### src/rtl/pfat_pkg.sv
// Constants, beat types and helpers for the paged frame allocator.
`default_nettype none

package pfat_pkg;

   localparam int NUM_FRAMES = 64;
   localparam int PID_BITS   = 8;

   localparam int FRAME_W = $clog2(NUM_FRAMES);
   localparam int CNT_W   = $clog2(NUM_FRAMES + 1);
   localparam int FT_W    = PID_BITS + FRAME_W;

   // fixed field widths of the channels
   localparam int FUNC_W   = 2;
   localparam int PIDF_W   = 8;
   localparam int SIZE_W   = 23;
   localparam int ADDR_W   = 22;
   localparam int STATUS_W = 2;
   localparam int FRAMEF_W = 6;
   localparam int PAGEF_W  = 6;
   localparam int FREED_W  = 7;
   localparam int SHIFT_W  = 5;

   localparam int SUM_W    = SIZE_W + 1;
   localparam int SMASK_W  = 17;

   localparam logic [SHIFT_W-1:0] SHIFT_MIN   = 5'd4;
   localparam logic [SHIFT_W-1:0] SHIFT_MAX   = 5'd16;
   localparam logic [SHIFT_W-1:0] SHIFT_RESET = 5'd12;

   localparam logic [FUNC_W-1:0] FUNC_ALLOC = 2'd0;
   localparam logic [FUNC_W-1:0] FUNC_FREE  = 2'd1;
   localparam logic [FUNC_W-1:0] FUNC_XLATE = 2'd2;

   localparam logic [STATUS_W-1:0] ST_OK         = 2'd0;
   localparam logic [STATUS_W-1:0] ST_NO_FRAMES  = 2'd1;
   localparam logic [STATUS_W-1:0] ST_NOT_MAPPED = 2'd2;

   typedef struct packed {
      logic [FUNC_W-1:0] func;
      logic [PIDF_W-1:0] pid;
      logic [SIZE_W-1:0] request_size;
      logic [ADDR_W-1:0] virt_addr;
   } req_type;

   typedef struct packed {
      logic [STATUS_W-1:0] status;
      logic [FRAMEF_W-1:0] frame;
      logic [PAGEF_W-1:0]  page_index;
      logic                frame_valid;
      logic [FREED_W-1:0]  freed_count;
      logic [ADDR_W-1:0]   physical_address;
      logic                last;
   } rsp_type;

   function automatic logic [FRAME_W-1:0] wrap_next(input logic [FRAME_W-1:0] p);
      return (p == FRAME_W'(NUM_FRAMES - 1)) ? '0 : p + 1'b1;
   endfunction

endpackage

`default_nettype wire

### src/rtl/pfat_req_if.sv
// Request channel: valid/ready handshake carrying one operation beat.
`default_nettype none

interface pfat_req_if;
   logic              valid;
   logic              ready;
   pfat_pkg::req_type data;

   modport source  (output valid, output data, input ready);
   modport sink    (input valid, input data, output ready);
   modport monitor (input valid, input data, input ready);
endinterface

`default_nettype wire

### src/rtl/pfat_rsp_if.sv
// Response channel: valid/ready handshake carrying one result beat.
`default_nettype none

interface pfat_rsp_if;
   logic              valid;
   logic              ready;
   pfat_pkg::rsp_type data;

   modport source  (output valid, output data, input ready);
   modport sink    (input valid, input data, output ready);
   modport monitor (input valid, input data, input ready);
endinterface

`default_nettype wire

### src/rtl/pfat_ram.sv
// Generic simple dual-port RAM, one write and one registered read port.
`default_nettype none

module pfat_ram #(
   parameter int WIDTH = 8,
   parameter int DEPTH = 64
) (
   input  logic                     clock,
   input  logic                     wr_en,
   input  logic [$clog2(DEPTH)-1:0] wr_addr,
   input  logic [WIDTH-1:0]         wr_data,
   input  logic [$clog2(DEPTH)-1:0] rd_addr,
   output logic [WIDTH-1:0]         rd_data
);

   logic [WIDTH-1:0] mem_ff [DEPTH];
   logic [WIDTH-1:0] rd_data_ff;

   always_ff @(posedge clock) begin
      if (wr_en) begin
         mem_ff[wr_addr] <= wr_data;
      end
      rd_data_ff <= mem_ff[rd_addr];
   end

   assign rd_data = rd_data_ff;

endmodule

`default_nettype wire

### src/rtl/paged_frame_allocator_translate_top.sv
// Paged frame allocator: free-frame FIFO, inverted frame table, translation.
//
//  channel  dir  beat contents                                  handshake
//  req_ch   in   func, pid, request_size, virt_addr             valid/ready
//  rsp_ch   out  status, frame, page_index, frame_valid,        valid/ready
//                freed_count, physical_address, last
//  csr      in   page_shift (5 bits)                            csr_we, no stall
//
// One operation at a time: a request is taken only in idle, then decoded.
// Allocate then emits one beat per page at one page per cycle while the
// output register can take it (free-FIFO RAM read of the next head overlaps
// the current pop). Free and translate scan the frame table RAM one entry
// per cycle; translate stops at the first hit and skips address zero.
// Reset is synchronous and needs no clearing pass: used bits and FIFO
// written bits are flops; an unwritten FIFO entry reads as its own index.
// A stalled response holds in the output register; the engine waits on it.
`default_nettype none

module paged_frame_allocator_translate_top (
   input  logic                         clock,
   input  logic                         reset,
   input  logic                         csr_we,
   input  logic [pfat_pkg::SHIFT_W-1:0] csr_wdata,
   pfat_req_if.sink                     req_ch,
   pfat_rsp_if.source                   rsp_ch
);

   typedef enum logic [5:0] {
      ST_IDLE   = 6'b000001,
      ST_DECODE = 6'b000010,
      ST_ALLOC  = 6'b000100,
      ST_FREE   = 6'b001000,
      ST_XLATE  = 6'b010000,
      ST_SEND   = 6'b100000
   } state_type;

   state_type state_ff, state_in;

   // configuration
   logic [pfat_pkg::SHIFT_W-1:0] page_shift_ff, page_shift_in;
   logic [pfat_pkg::SHIFT_W-1:0] sh_eff;

   // captured request
   logic [pfat_pkg::FUNC_W-1:0]   func_ff,  func_in;
   logic [pfat_pkg::PID_BITS-1:0] pid_ff,   pid_in;
   logic [pfat_pkg::SIZE_W-1:0]   size_ff,  size_in;
   logic [pfat_pkg::ADDR_W-1:0]   addr_ff,  addr_in;

   // free-frame FIFO control and frame-used bits
   logic [pfat_pkg::FRAME_W-1:0]    head_ff, head_in;
   logic [pfat_pkg::FRAME_W-1:0]    tail_ff, tail_in;
   logic [pfat_pkg::CNT_W-1:0]      free_cnt_ff, free_cnt_in;
   logic [pfat_pkg::NUM_FRAMES-1:0] used_ff, used_in;
   logic [pfat_pkg::NUM_FRAMES-1:0] fifo_vld_ff, fifo_vld_in;

   // scan pipeline
   logic [pfat_pkg::CNT_W-1:0]   scan_ff, scan_in;
   logic                         chk_v_ff, chk_v_in;
   logic [pfat_pkg::FRAME_W-1:0] chk_idx_ff, chk_idx_in;
   logic [pfat_pkg::CNT_W-1:0]   freed_ff, freed_in;

   // allocate progress
   logic [pfat_pkg::FRAME_W-1:0] pg_ff, pg_in;
   logic [pfat_pkg::FRAME_W-1:0] pg_last_ff, pg_last_in;

   // translate split of the address
   logic [pfat_pkg::ADDR_W-1:0] xl_page_ff, xl_page_in;
   logic [pfat_pkg::ADDR_W-1:0] xl_off_ff,  xl_off_in;

   // single-beat result staging and output register
   pfat_pkg::rsp_type one_ff, one_in;
   pfat_pkg::rsp_type out_ff, out_in;
   logic              out_v_ff, out_v_in;
   logic              out_free;

   // RAM ports
   logic                         fifo_we;
   logic [pfat_pkg::FRAME_W-1:0] fifo_wa, fifo_wd, fifo_rd;
   logic                         ft_we;
   logic [pfat_pkg::FRAME_W-1:0] ft_wa;
   logic [pfat_pkg::FT_W-1:0]    ft_wd, ft_rd;

   // derived
   logic [pfat_pkg::FRAME_W-1:0]  pop_frame;
   logic [pfat_pkg::PID_BITS-1:0] ft_owner;
   logic [pfat_pkg::FRAME_W-1:0]  ft_page;
   logic                          owner_hit, xl_hit, scan_end;
   logic [pfat_pkg::SMASK_W-1:0]  size_mask;
   logic [pfat_pkg::SUM_W-1:0]    pages;
   logic [pfat_pkg::ADDR_W-1:0]   addr_mask;
   logic [pfat_pkg::CNT_W-1:0]    freed_nx;

   // clamp page shift to the meaningful range
   always_comb begin
      if (page_shift_ff < pfat_pkg::SHIFT_MIN) begin
         sh_eff = pfat_pkg::SHIFT_MIN;
      end else if (page_shift_ff > pfat_pkg::SHIFT_MAX) begin
         sh_eff = pfat_pkg::SHIFT_MAX;
      end else begin
         sh_eff = page_shift_ff;
      end
   end

   assign size_mask = (pfat_pkg::SMASK_W'(1) << sh_eff) - pfat_pkg::SMASK_W'(1);
   assign pages     = (pfat_pkg::SUM_W'(size_ff) + pfat_pkg::SUM_W'(size_mask)) >> sh_eff;
   assign addr_mask = (pfat_pkg::ADDR_W'(1) << sh_eff) - pfat_pkg::ADDR_W'(1);

   // never-written FIFO slot reads as its own index: frame == slot
   assign pop_frame = fifo_vld_ff[head_ff] ? fifo_rd : head_ff;

   assign ft_owner  = ft_rd[pfat_pkg::FRAME_W +: pfat_pkg::PID_BITS];
   assign ft_page   = ft_rd[pfat_pkg::FRAME_W-1:0];
   assign owner_hit = chk_v_ff && used_ff[chk_idx_ff] && (ft_owner == pid_ff);
   assign xl_hit    = owner_hit && (pfat_pkg::ADDR_W'(ft_page) == xl_page_ff);
   assign scan_end  = chk_v_ff && (chk_idx_ff == pfat_pkg::FRAME_W'(pfat_pkg::NUM_FRAMES - 1));
   assign freed_nx  = freed_ff + pfat_pkg::CNT_W'(owner_hit);

   assign out_free = !out_v_ff || rsp_ch.ready;

   assign req_ch.ready = (state_ff == ST_IDLE);
   assign rsp_ch.valid = out_v_ff;
   assign rsp_ch.data  = out_ff;

   always_comb begin
      state_in      = state_ff;
      page_shift_in = csr_we ? csr_wdata : page_shift_ff;
      func_in       = func_ff;
      pid_in        = pid_ff;
      size_in       = size_ff;
      addr_in       = addr_ff;
      head_in       = head_ff;
      tail_in       = tail_ff;
      free_cnt_in   = free_cnt_ff;
      used_in       = used_ff;
      fifo_vld_in   = fifo_vld_ff;
      scan_in       = scan_ff;
      chk_v_in      = 1'b0;
      chk_idx_in    = scan_ff[pfat_pkg::FRAME_W-1:0];
      freed_in      = freed_ff;
      pg_in         = pg_ff;
      pg_last_in    = pg_last_ff;
      xl_page_in    = xl_page_ff;
      xl_off_in     = xl_off_ff;
      one_in        = one_ff;
      out_in        = out_ff;
      out_v_in      = out_v_ff && !rsp_ch.ready;
      fifo_we       = 1'b0;
      fifo_wa       = tail_ff;
      fifo_wd       = chk_idx_ff;
      ft_we         = 1'b0;
      ft_wa         = pop_frame;
      ft_wd         = {pid_ff, pg_ff};

      case (state_ff)
         ST_IDLE: begin
            if (req_ch.valid) begin
               func_in  = req_ch.data.func;
               pid_in   = pfat_pkg::PID_BITS'(req_ch.data.pid);
               size_in  = req_ch.data.request_size;
               addr_in  = req_ch.data.virt_addr;
               state_in = ST_DECODE;
            end
         end

         ST_DECODE: begin
            one_in      = '0;
            one_in.last = 1'b1;
            scan_in     = '0;
            freed_in    = '0;
            pg_in       = '0;
            xl_page_in  = addr_ff >> sh_eff;
            xl_off_in   = addr_ff & addr_mask;
            state_in    = ST_SEND;
            case (func_ff)
               pfat_pkg::FUNC_ALLOC: begin
                  if (pages > pfat_pkg::SUM_W'(free_cnt_ff)) begin
                     one_in.status = pfat_pkg::ST_NO_FRAMES;
                  end else if (pages != '0) begin
                     pg_last_in = pfat_pkg::FRAME_W'(pages - pfat_pkg::SUM_W'(1));
                     state_in   = ST_ALLOC;
                  end
               end
               pfat_pkg::FUNC_FREE: begin
                  state_in = ST_FREE;
               end
               pfat_pkg::FUNC_XLATE: begin
                  if (addr_ff != '0) begin
                     state_in = ST_XLATE;
                  end
               end
               default: begin
                  state_in = ST_SEND;
               end
            endcase
         end

         ST_ALLOC: begin
            // one page per cycle while the output register can take it
            if (out_free) begin
               ft_we                = 1'b1;
               used_in[pop_frame]   = 1'b1;
               head_in              = pfat_pkg::wrap_next(head_ff);
               free_cnt_in          = free_cnt_ff - 1'b1;
               out_v_in             = 1'b1;
               out_in               = '0;
               out_in.status        = pfat_pkg::ST_OK;
               out_in.frame         = pfat_pkg::FRAMEF_W'(pop_frame);
               out_in.page_index    = pfat_pkg::PAGEF_W'(pg_ff);
               out_in.frame_valid   = 1'b1;
               out_in.last          = (pg_ff == pg_last_ff);
               pg_in                = pg_ff + 1'b1;
               if (pg_ff == pg_last_ff) begin
                  state_in = ST_IDLE;
               end
            end
         end

         ST_FREE: begin
            if (scan_ff < pfat_pkg::CNT_W'(pfat_pkg::NUM_FRAMES)) begin
               chk_v_in = 1'b1;
               scan_in  = scan_ff + 1'b1;
            end
            if (owner_hit) begin
               used_in[chk_idx_ff]     = 1'b0;
               fifo_we                 = 1'b1;
               fifo_vld_in[tail_ff]    = 1'b1;
               tail_in                 = pfat_pkg::wrap_next(tail_ff);
               free_cnt_in             = free_cnt_ff + 1'b1;
            end
            freed_in = freed_nx;
            if (scan_end) begin
               one_in.freed_count = pfat_pkg::FREED_W'(freed_nx);
               state_in           = ST_SEND;
            end
         end

         ST_XLATE: begin
            if (scan_ff < pfat_pkg::CNT_W'(pfat_pkg::NUM_FRAMES)) begin
               chk_v_in = 1'b1;
               scan_in  = scan_ff + 1'b1;
            end
            if (xl_hit) begin
               // offset is below the page size, so OR is the add
               one_in.physical_address =
                  (pfat_pkg::ADDR_W'(chk_idx_ff) << sh_eff) | xl_off_ff;
               state_in = ST_SEND;
            end else if (scan_end) begin
               one_in.status = pfat_pkg::ST_NOT_MAPPED;
               state_in      = ST_SEND;
            end
         end

         ST_SEND: begin
            if (out_free) begin
               out_v_in = 1'b1;
               out_in   = one_ff;
               state_in = ST_IDLE;
            end
         end

         default: begin
            state_in = ST_IDLE;
         end
      endcase
   end

   // control state
   always_ff @(posedge clock) begin
      if (reset) begin
         state_ff      <= ST_IDLE;
         page_shift_ff <= pfat_pkg::SHIFT_RESET;
         head_ff       <= '0;
         tail_ff       <= '0;
         free_cnt_ff   <= pfat_pkg::CNT_W'(pfat_pkg::NUM_FRAMES);
         used_ff       <= '0;
         fifo_vld_ff   <= '0;
         chk_v_ff      <= 1'b0;
         out_v_ff      <= 1'b0;
      end else begin
         state_ff      <= state_in;
         page_shift_ff <= page_shift_in;
         head_ff       <= head_in;
         tail_ff       <= tail_in;
         free_cnt_ff   <= free_cnt_in;
         used_ff       <= used_in;
         fifo_vld_ff   <= fifo_vld_in;
         chk_v_ff      <= chk_v_in;
         out_v_ff      <= out_v_in;
      end
   end

   // payload
   always_ff @(posedge clock) begin
      func_ff    <= func_in;
      pid_ff     <= pid_in;
      size_ff    <= size_in;
      addr_ff    <= addr_in;
      scan_ff    <= scan_in;
      chk_idx_ff <= chk_idx_in;
      freed_ff   <= freed_in;
      pg_ff      <= pg_in;
      pg_last_ff <= pg_last_in;
      xl_page_ff <= xl_page_in;
      xl_off_ff  <= xl_off_in;
      one_ff     <= one_in;
      out_ff     <= out_in;
   end

   // free-frame FIFO; read address follows the next head so the registered
   // read data belongs to the current head
   pfat_ram #(
      .WIDTH (pfat_pkg::FRAME_W),
      .DEPTH (pfat_pkg::NUM_FRAMES)
   ) u_fifo_ram (
      .clock   (clock),
      .wr_en   (fifo_we),
      .wr_addr (fifo_wa),
      .wr_data (fifo_wd),
      .rd_addr (head_in),
      .rd_data (fifo_rd)
   );

   // frame table: owner pid and page per frame
   pfat_ram #(
      .WIDTH (pfat_pkg::FT_W),
      .DEPTH (pfat_pkg::NUM_FRAMES)
   ) u_frame_ram (
      .clock   (clock),
      .wr_en   (ft_we),
      .wr_addr (ft_wa),
      .wr_data (ft_wd),
      .rd_addr (scan_ff[pfat_pkg::FRAME_W-1:0]),
      .rd_data (ft_rd)
   );

endmodule

`default_nettype wire

### src/flat_wrapper.sv
// flat-port wrapper written by rule: the top's interface ports become plain ports
module paged_frame_allocator_translate_top_flat 
  (clock, reset, csr_we, csr_wdata, req_ch_valid, req_ch_data, req_ch_ready, rsp_ch_valid, rsp_ch_data, rsp_ch_ready);
  pfat_req_if req_ch_i ();
  pfat_rsp_if rsp_ch_i ();
  input  logic clock;
  input  logic reset;
  input  logic csr_we;
  input  logic [pfat_pkg::SHIFT_W-1:0] csr_wdata;
  input wire logic [$bits(req_ch_i.valid)-1:0] req_ch_valid;
  input wire logic [$bits(req_ch_i.data)-1:0] req_ch_data;
  output wire logic [$bits(req_ch_i.ready)-1:0] req_ch_ready;
  output wire logic [$bits(rsp_ch_i.valid)-1:0] rsp_ch_valid;
  output wire logic [$bits(rsp_ch_i.data)-1:0] rsp_ch_data;
  input wire logic [$bits(rsp_ch_i.ready)-1:0] rsp_ch_ready;
  assign req_ch_i.valid = req_ch_valid;
  assign req_ch_i.data = req_ch_data;
  assign req_ch_ready = req_ch_i.ready;
  assign rsp_ch_valid = rsp_ch_i.valid;
  assign rsp_ch_data = rsp_ch_i.data;
  assign rsp_ch_i.ready = rsp_ch_ready;
  paged_frame_allocator_translate_top u_core (.clock(clock), .reset(reset), .csr_we(csr_we), .csr_wdata(csr_wdata), .req_ch(req_ch_i), .rsp_ch(rsp_ch_i));
endmodule
### config.mk
export PLATFORM = sky130hd
export DESIGN_NAME = paged_frame_allocator_translate_top_flat
export DESIGN_NICKNAME = d
export VERILOG_FILES = /design/src/rtl/pfat_pkg.sv /design/src/rtl/pfat_req_if.sv /design/src/rtl/pfat_rsp_if.sv /design/src/rtl/pfat_ram.sv /design/src/rtl/paged_frame_allocator_translate_top.sv /design/src/flat_wrapper.sv
export SDC_FILE = /design/constraint.sdc
export NUM_CORES = 2
export LEC_CHECK = 0
export BUFFER_PORTS_ARGS = -buffer_cell sky130_fd_sc_hd__buf_2
export CORE_ASPECT_RATIO = 0.75
export CORE_MARGIN = 8
export CORE_UTILIZATION = 63
export DETAILED_ROUTE_END_ITERATION = 16
export PLACE_DENSITY = 0.77
export SLEW_MARGIN = 30
export SYNTH_ARGS = -nofsm -noshare
export SYNTH_HDL_FRONTEND = slang
export SYNTH_SLANG_ARGS = --single-unit
### constraint.sdc
create_clock -name clock -period 8.3 [get_ports clock]
set_input_delay 1.66 -clock clock [delete_from_list [all_inputs] [get_ports clock]]
set_output_delay 1.66 -clock clock [all_outputs]
set_load 0.02 [all_outputs]
# Word-level counts from Yosys, hierarchy flattened
# Memory sizes are Yosys's and may differ from the RTL's. A register that Yosys moved wholly into a read port is not among the register bits.
# Cells that the tools add are included.
[word_totals] reg_bits=367 ramBits=1280 out_inout_bits=47 wordCells=187 mem_count=2
[op_classes] addsub=11 order_cmp=11 n_eq_ne=24 shift=5 n_mux=62 bitwise_logic=8 reduce_logical=34
[memory_table] name="u_core.u_frame_ram.mem_ff" depth=64 width=14 read_ports=1 rd_ports_with_merged_regs=1 wr=1 line="pfat_ram.sv:16" rtl="logic [WIDTH-1:0] mem_ff [DEPTH];"
[memory_table] name="u_core.u_fifo_ram.mem_ff" depth=64 width=6 read_ports=1 rd_ports_with_merged_regs=1 wr=1 line="pfat_ram.sv:16"
[ops] cell="$mux 64" n=2
[ops] cell="$or 64x64->64" n=2
[ops] cell="$pmux 64 s2" n=1
[ops] cell="$mux 45" n=2
[ops] cell="$mux 6" n=15
[ops] cell="$pmux 45 s2" n=1
[ops] cell="$and 64x64->64" n=1
[ops] cell="$not 64->64" n=1
[ops] cell="$pmux 7 s2" n=4
[ops] cell="$pmux 22 s2" n=1
[ops] cell="$pmux 6 s6" n=1
[ops] cell="$lt 6x7->1 const B" n=4
[ops] cell="$mux 7" n=4
[ops] cell="$add 23x17->24" n=1
[ops] cell="$eq 6x6->1 const B" n=4
[ops] cell="$gt 24x7->1" n=1
[ops] cell="$reduce_bool 24->1" n=1
[ops] cell="$shr 24x5->24" n=1
[ops] cell="$and 22x22->22" n=1
[ops] cell="$eq 6x22->1" n=1
[ops] cell="$mux 22" n=1
[ops] cell="$or 22x22->22" n=1
[ops] cell="$reduce_bool 22->1" n=1
[ops] cell="$shl 1x5->22 const A" n=1
[ops] cell="43 further kinds" n=102

# Logic depth before layout (Yosys ltp)
[depth] ltp_word=12 depth_mapped=31

# Modules after synthesis
# Synthesis repeated with hierarchy kept, for this count alone.
[hier_totals] hier_cells=4234 area_unflattened_um2=69162.6
[modules_own_cells] module="pfat_ram at u_core.u_frame_ram" instances=1 cells_each=1571 area_per_inst_um2=34878.5
[modules_own_cells] module="paged_frame_allocator_translate_top" instances=1 cells_each=1943 area_per_inst_um2=19054.5
[modules_own_cells] module="pfat_ram at u_core.u_fifo_ram" instances=1 cells_each=720 area_per_inst_um2=15229.6

# Worst setup path after synthesis
# Ideal clock, no wire load.
[synth_path] kind="register -> register" from="register u_core.page_shift_ff[4] (netlist name)" to="register u_core.pg_last_ff[0] (netlist name), enable pin" t_arrival_ps=5566 t_required_ps=7980 slack_ps=2414 stages_incl_launch_ff=31 n_path_buf=3 cell_sequence="dfxtp_1 clkbuf_1 inv_1 clkbuf_1 nand2_1 nor2_1 nor2_1 clkbuf_1 o21ai_0 a32o_1 ha_1 nand2_1 nor4_1 a22oi_1 and4_1 or3_1 o21ba_2 a2bb2oi_1 o22ai_1 ha_1 nor2b_1 o21ai_0 nand2b_1 a21oi_1 nor2b_1 o21ai_0 nand2b_1 a21oi_1 o21ai_0 a21oi_1 and3_1"
[synth_via] elab_chain_len=10 word_cells_on_any_way=12 cone_classes="add/sub (2); order compare (3); shift (2); mux (2); bitwise (1); reduce/logical (2)"
[synth_lines] element="from (decl)" line="paged_frame_allocator_translate_top.sv:40" rtl="logic [pfat_pkg::SHIFT_W-1:0] page_shift_ff, page_shift_in;"
[synth_lines] element="from (signal assigned)" line="paged_frame_allocator_translate_top.sv:271" rtl="page_shift_ff <= pfat_pkg::SHIFT_RESET;"
[synth_lines] element="from (signal assigned)" line="paged_frame_allocator_translate_top.sv:281" rtl="page_shift_ff <= page_shift_in;"
[synth_lines] element="$gt 5x5->1" line="paged_frame_allocator_translate_top.sv:97" rtl="end else if (page_shift_ff > pfat_pkg::SHIFT_MAX) begin"
[synth_lines] element="$mux 5" line="paged_frame_allocator_translate_top.sv:97"
[synth_lines] element="$mux 5 *" line="paged_frame_allocator_translate_top.sv:95" rtl="if (page_shift_ff < pfat_pkg::SHIFT_MIN) begin"
[synth_lines] element="$shl 1x5->17" line="paged_frame_allocator_translate_top.sv:104" rtl="assign size_mask = (pfat_pkg::SMASK_W'(1) << sh_eff) - pfat_pkg::SMASK_W'(1);"
[synth_lines] element="$sub 17x2->17" line="paged_frame_allocator_translate_top.sv:104"
[synth_lines] element="$add 23x17->24" line="paged_frame_allocator_translate_top.sv:105" rtl="assign pages = (pfat_pkg::SUM_W'(size_ff) + pfat_pkg::SUM_W'(size_mask)) >> sh_eff;"
[synth_lines] element="$shr 24x5->24 *" line="paged_frame_allocator_translate_top.sv:105"
[synth_lines] element="$gt 24x7->1" line="paged_frame_allocator_translate_top.sv:176" rtl="if (pages > pfat_pkg::SUM_W'(free_cnt_ff)) begin"
[synth_lines] element="$not 1->1 (no source line)"
[synth_lines] element="$reduce_and 4->1 (no source line) *"
[synth_lines] element="to (signal assigned)" line="paged_frame_allocator_translate_top.sv:302" rtl="pg_last_ff <= pg_last_in;"
[synth_lines] element="to (decl)" line="paged_frame_allocator_translate_top.sv:64" rtl="logic [pfat_pkg::FRAME_W-1:0] pg_last_ff, pg_last_in;"
# Every way passes the cells marked *; elsewhere a longest branch is shown, timed or not.
# A chain may end at the register's enable or synchronous reset.

# Worst setup path after layout
[layout_path] from="register u_core.page_shift_ff[4] (netlist name)" to="register u_core.pg_last_ff[5] (netlist name), enable pin"
# The elaborated chain is that of the path after synthesis.

==> metrics.txt <==
Max Cap Viol=0; Total Wirelength=172000 um; power density cells=225 nW/um2; fmax=about 130 MHz; Vias per Instance=just under 7; Setup Crit Path Kind=register to register; nets=4194; Yosys cell types=83; crit path time final=7.51 ns; DR DRC count=0; Worst IR Drop VDD=about 230 uV; multi-input logic area=19000 um2; HP Class=register to register; vias in the first global route=~37000; Remaining Overflow, GRT=0; CTS tree=built; antenna viol nets, final=0; Avg Inst Size Synth=between 15 and 20 um2; GRT Util Overall=roughly 29%; Synth Area in Compound Gates=under 10%; register area=approximately 48000 um2; hold violation count in the final report=0; Fill cells=between 6000 and 7000; Post-Synth XOR/XNOR Area=0.734%; Die Wd=about 400 um; CTS sink cnt=1667; Worst-Margin Slew=roughly 1.1 ns; cell area after synthesis=approximately 68000 um2; Core Region=around 110000 um2; Num CTS Buffers=152; Post-CTS Setup Repair Bufs=0; Buffers on Ports=approximately 110; most frequent cells in the layout=edfxtp_1, mux4_2, nor2_1; largest net degree at the start of global routing=160; initial DRC count=5696; Yosys warning total=0; Reg clk slew, reported paths=0.07 ns; crit start category=register; Finish-stage setup viols=0; via count=between 30000 and 40000; Async SR Flop Fraction=0%; Synth Area in Adders=0.758%; layout cells sized above 1=approximately 23%; Worst EP required=between 8 and 9 ns; CTS root buf=clkbuf_16; status=completed; Post-CTS Hold Buffers=0; post-synthesis register bit count=1667; Area Growth Syn to Fin=11.1%; RSZ-0062 raised after global routing=no; Clock Tree Buf Depth=3; Slew Limit Fails=0; initial antenna violation count=11; EDFF count, synth=between 1000 and 1500; io pins=between 100 and 150; crit share post-route=between 90% and 100%; worst skew pair latency=slightly below 0.8 ns; Setup TNS Final=0 ns; DP Wirelength=103000 um; initial core utilization=63.4%; slew margin rel.=26.6%; Fin Clk Skew=slightly below 0.03 ns; first-pass GRT wire length=251000 um; Die Height=301 um; drt first pass iters=7; Synth Area in Simple Gates=slightly below 6%; Syn Inst Count=a little under 4000; routed len/inst=~30 um; most common cell after layout, fill and taps aside=edfxtp_1; DIE AREA=approximately 120000 um2; fin util=~70%; maximum fanout along the worst path=14; gpl congestion=0.927; ys flop type=edfxtp_1; CTS HTree Levels=4; largest family of logic cells by synthesized area=multiplexers; CTS resizes=0; Static Leak=around 0.025 uW; sequential share of the synthesized area=70.8%; Critical Path End Type=register; Critical Path AT=between 7 and 8 ns; multiplexer share of the synthesized area=about 15%; FP Rows=roughly 100
## Yosys cell counts, types with 8 or more instances
cell	count	area share, %
dfxtp_1	186	5.5
xor2_1	37	0.48
nand3b_1	17	0.19
nand2b_1	17	0.16
clkbuf_1	155	0.86
nand2_1	207	1.1
buf_1	37	0.20
o21a_1	67	0.74
mux4_2	414	14
or3_1	13	0.12
nor2b_1	41	0.38
and2_1	58	0.53
a21o_1	8	0.088
mux2i_1	79	1.2
edfxtp_1	1481	65
o211ai_1	19	0.21
mux2_2	13	0.22
o22ai_1	10	0.092
a211oi_1	50	0.55
a221oi_1	10	0.13
a211o_1	11	0.14
nor3_1	19	0.14
nand3_1	47	0.35
buf_2	21	0.15
a21oi_1	149	1.1
o21ai_0	121	0.89
a22oi_1	12	0.13
xnor2_1	20	0.26
nand4_1	16	0.15
a31oi_1	18	0.17
and3_1	17	0.16
inv_1	31	0.17
or2_2	8	0.074
buf_4	8	0.088
nor4_1	25	0.23
nor2_1	300	1.7
ha_1	38	0.70
## path summary, 6_finish.rpt
check	start	end	slack [ns]	cells after the start
setup / recovery	u_core.page_shift_ff[4]	u_core.pg_last_ff[5]	0.79	25
hold / removal	u_core.fifo_vld_ff[54]	u_core.fifo_vld_ff[54]	0.46	1
setup reg to reg	u_core.page_shift_ff[4]	u_core.pg_last_ff[5]	0.79	25
hold reg to reg	u_core.fifo_vld_ff[54]	u_core.fifo_vld_ff[54]	0.46	1
## critical path, stage by stage, from the launching register on
cell	delay [ns]
dfxtp_1	0.47
nor2_1	0.77
clkinv_1	0.58
nor2_1	0.29
xor2_1	0.12
ha_1	0.41
o211ai_1	0.14
o21ai_0	0.60
a22oi_1	0.41
and4_1	0.32
or3_1	0.33
o21ba_2	0.28
a2bb2oi_1	0.22
o22ai_1	0.19
ha_1	0.34
nor2b_1	0.13
o21ai_0	0.14
nand2b_1	0.07
a21oi_1	0.15
nor2b_1	0.06
o21ai_0	0.15
nand2b_1	0.09
a21oi_1	0.13
o21ai_0	0.08
a21oi_1	0.32
and3_1	0.38
## through the flow
stage	cell area (um2)	hold slack, ns	power (uW)	setup WS, ns	cells
2_1_floorplan	68100	0.346	9910	2.41	3919
3_3_place_gp	70600	0.441	10200	1.12	5364
3_5_place_dp	70600	0.448	10200	1.06	5364
4_1_cts	75500	0.462	17000	1.04	5644
5_1_grt	75600	0.473	17400	0.183	5646
6_report	75600	0.461	17000	0.785	5647
## routing by layer
metal | vias to the layer above | GRT usage (%) | wire, um
met5 | - | 0 | 56
met4 | 10 | 7.70 | 4380
met3 | 295 | 7.70 | 22500
met2 | 2703 | 40.1 | 74100
met1 | 19700 | 44.6 | 70800
li1 | 16000 | - | -
## where the power goes
group	leakage, uW	total [uW]	internal, uW	switching, uW
logic	0.00746	866	282	584
clock network	0.00237	6900	3810	3080
registers	0.0148	9210	9160	48.6
## cell families after synthesis
kind of cell,Yosys count
buffers and inverters,258
AO/OA/AOI/OAI,549
AND/OR/NAND/NOR,829
adder cells (fa/ha/maj),40
XOR/XNOR,57
multiplexers,506
other,2
flip-flops,1667
## state kept, by name (all words and copies together), names as in the netlist, 7 cells and up
name,cells
u_core.u_frame_ram.mem_ff,896
u_core.u_fifo_ram.mem_ff,384
u_core.fifo_vld_ff,64
u_core.used_ff,64
u_core.rsp_ch.data,45
u_core.one_ff,31
u_core.size_ff,23
u_core.addr_ff,22
u_core.xl_off_ff,22
u_core.xl_page_ff,22
u_core.u_frame_ram.rd_data,14
u_core.pid_ff,8
u_core.free_cnt_ff,7
u_core.freed_ff,7
u_core.scan_ff,7
## cell type report
type	count	area share (%)
diodes	1	0.00331
clock buffers	183	5.37
clock inverters	97	1.03
inverters	34	0.171
multi-input cells	1994	25.1
flip-flops and latches	1667	63.8
well taps	1431	2.37
repair buffers	240	2.14
Note: power is estimated with default switching activity, not from simulation.
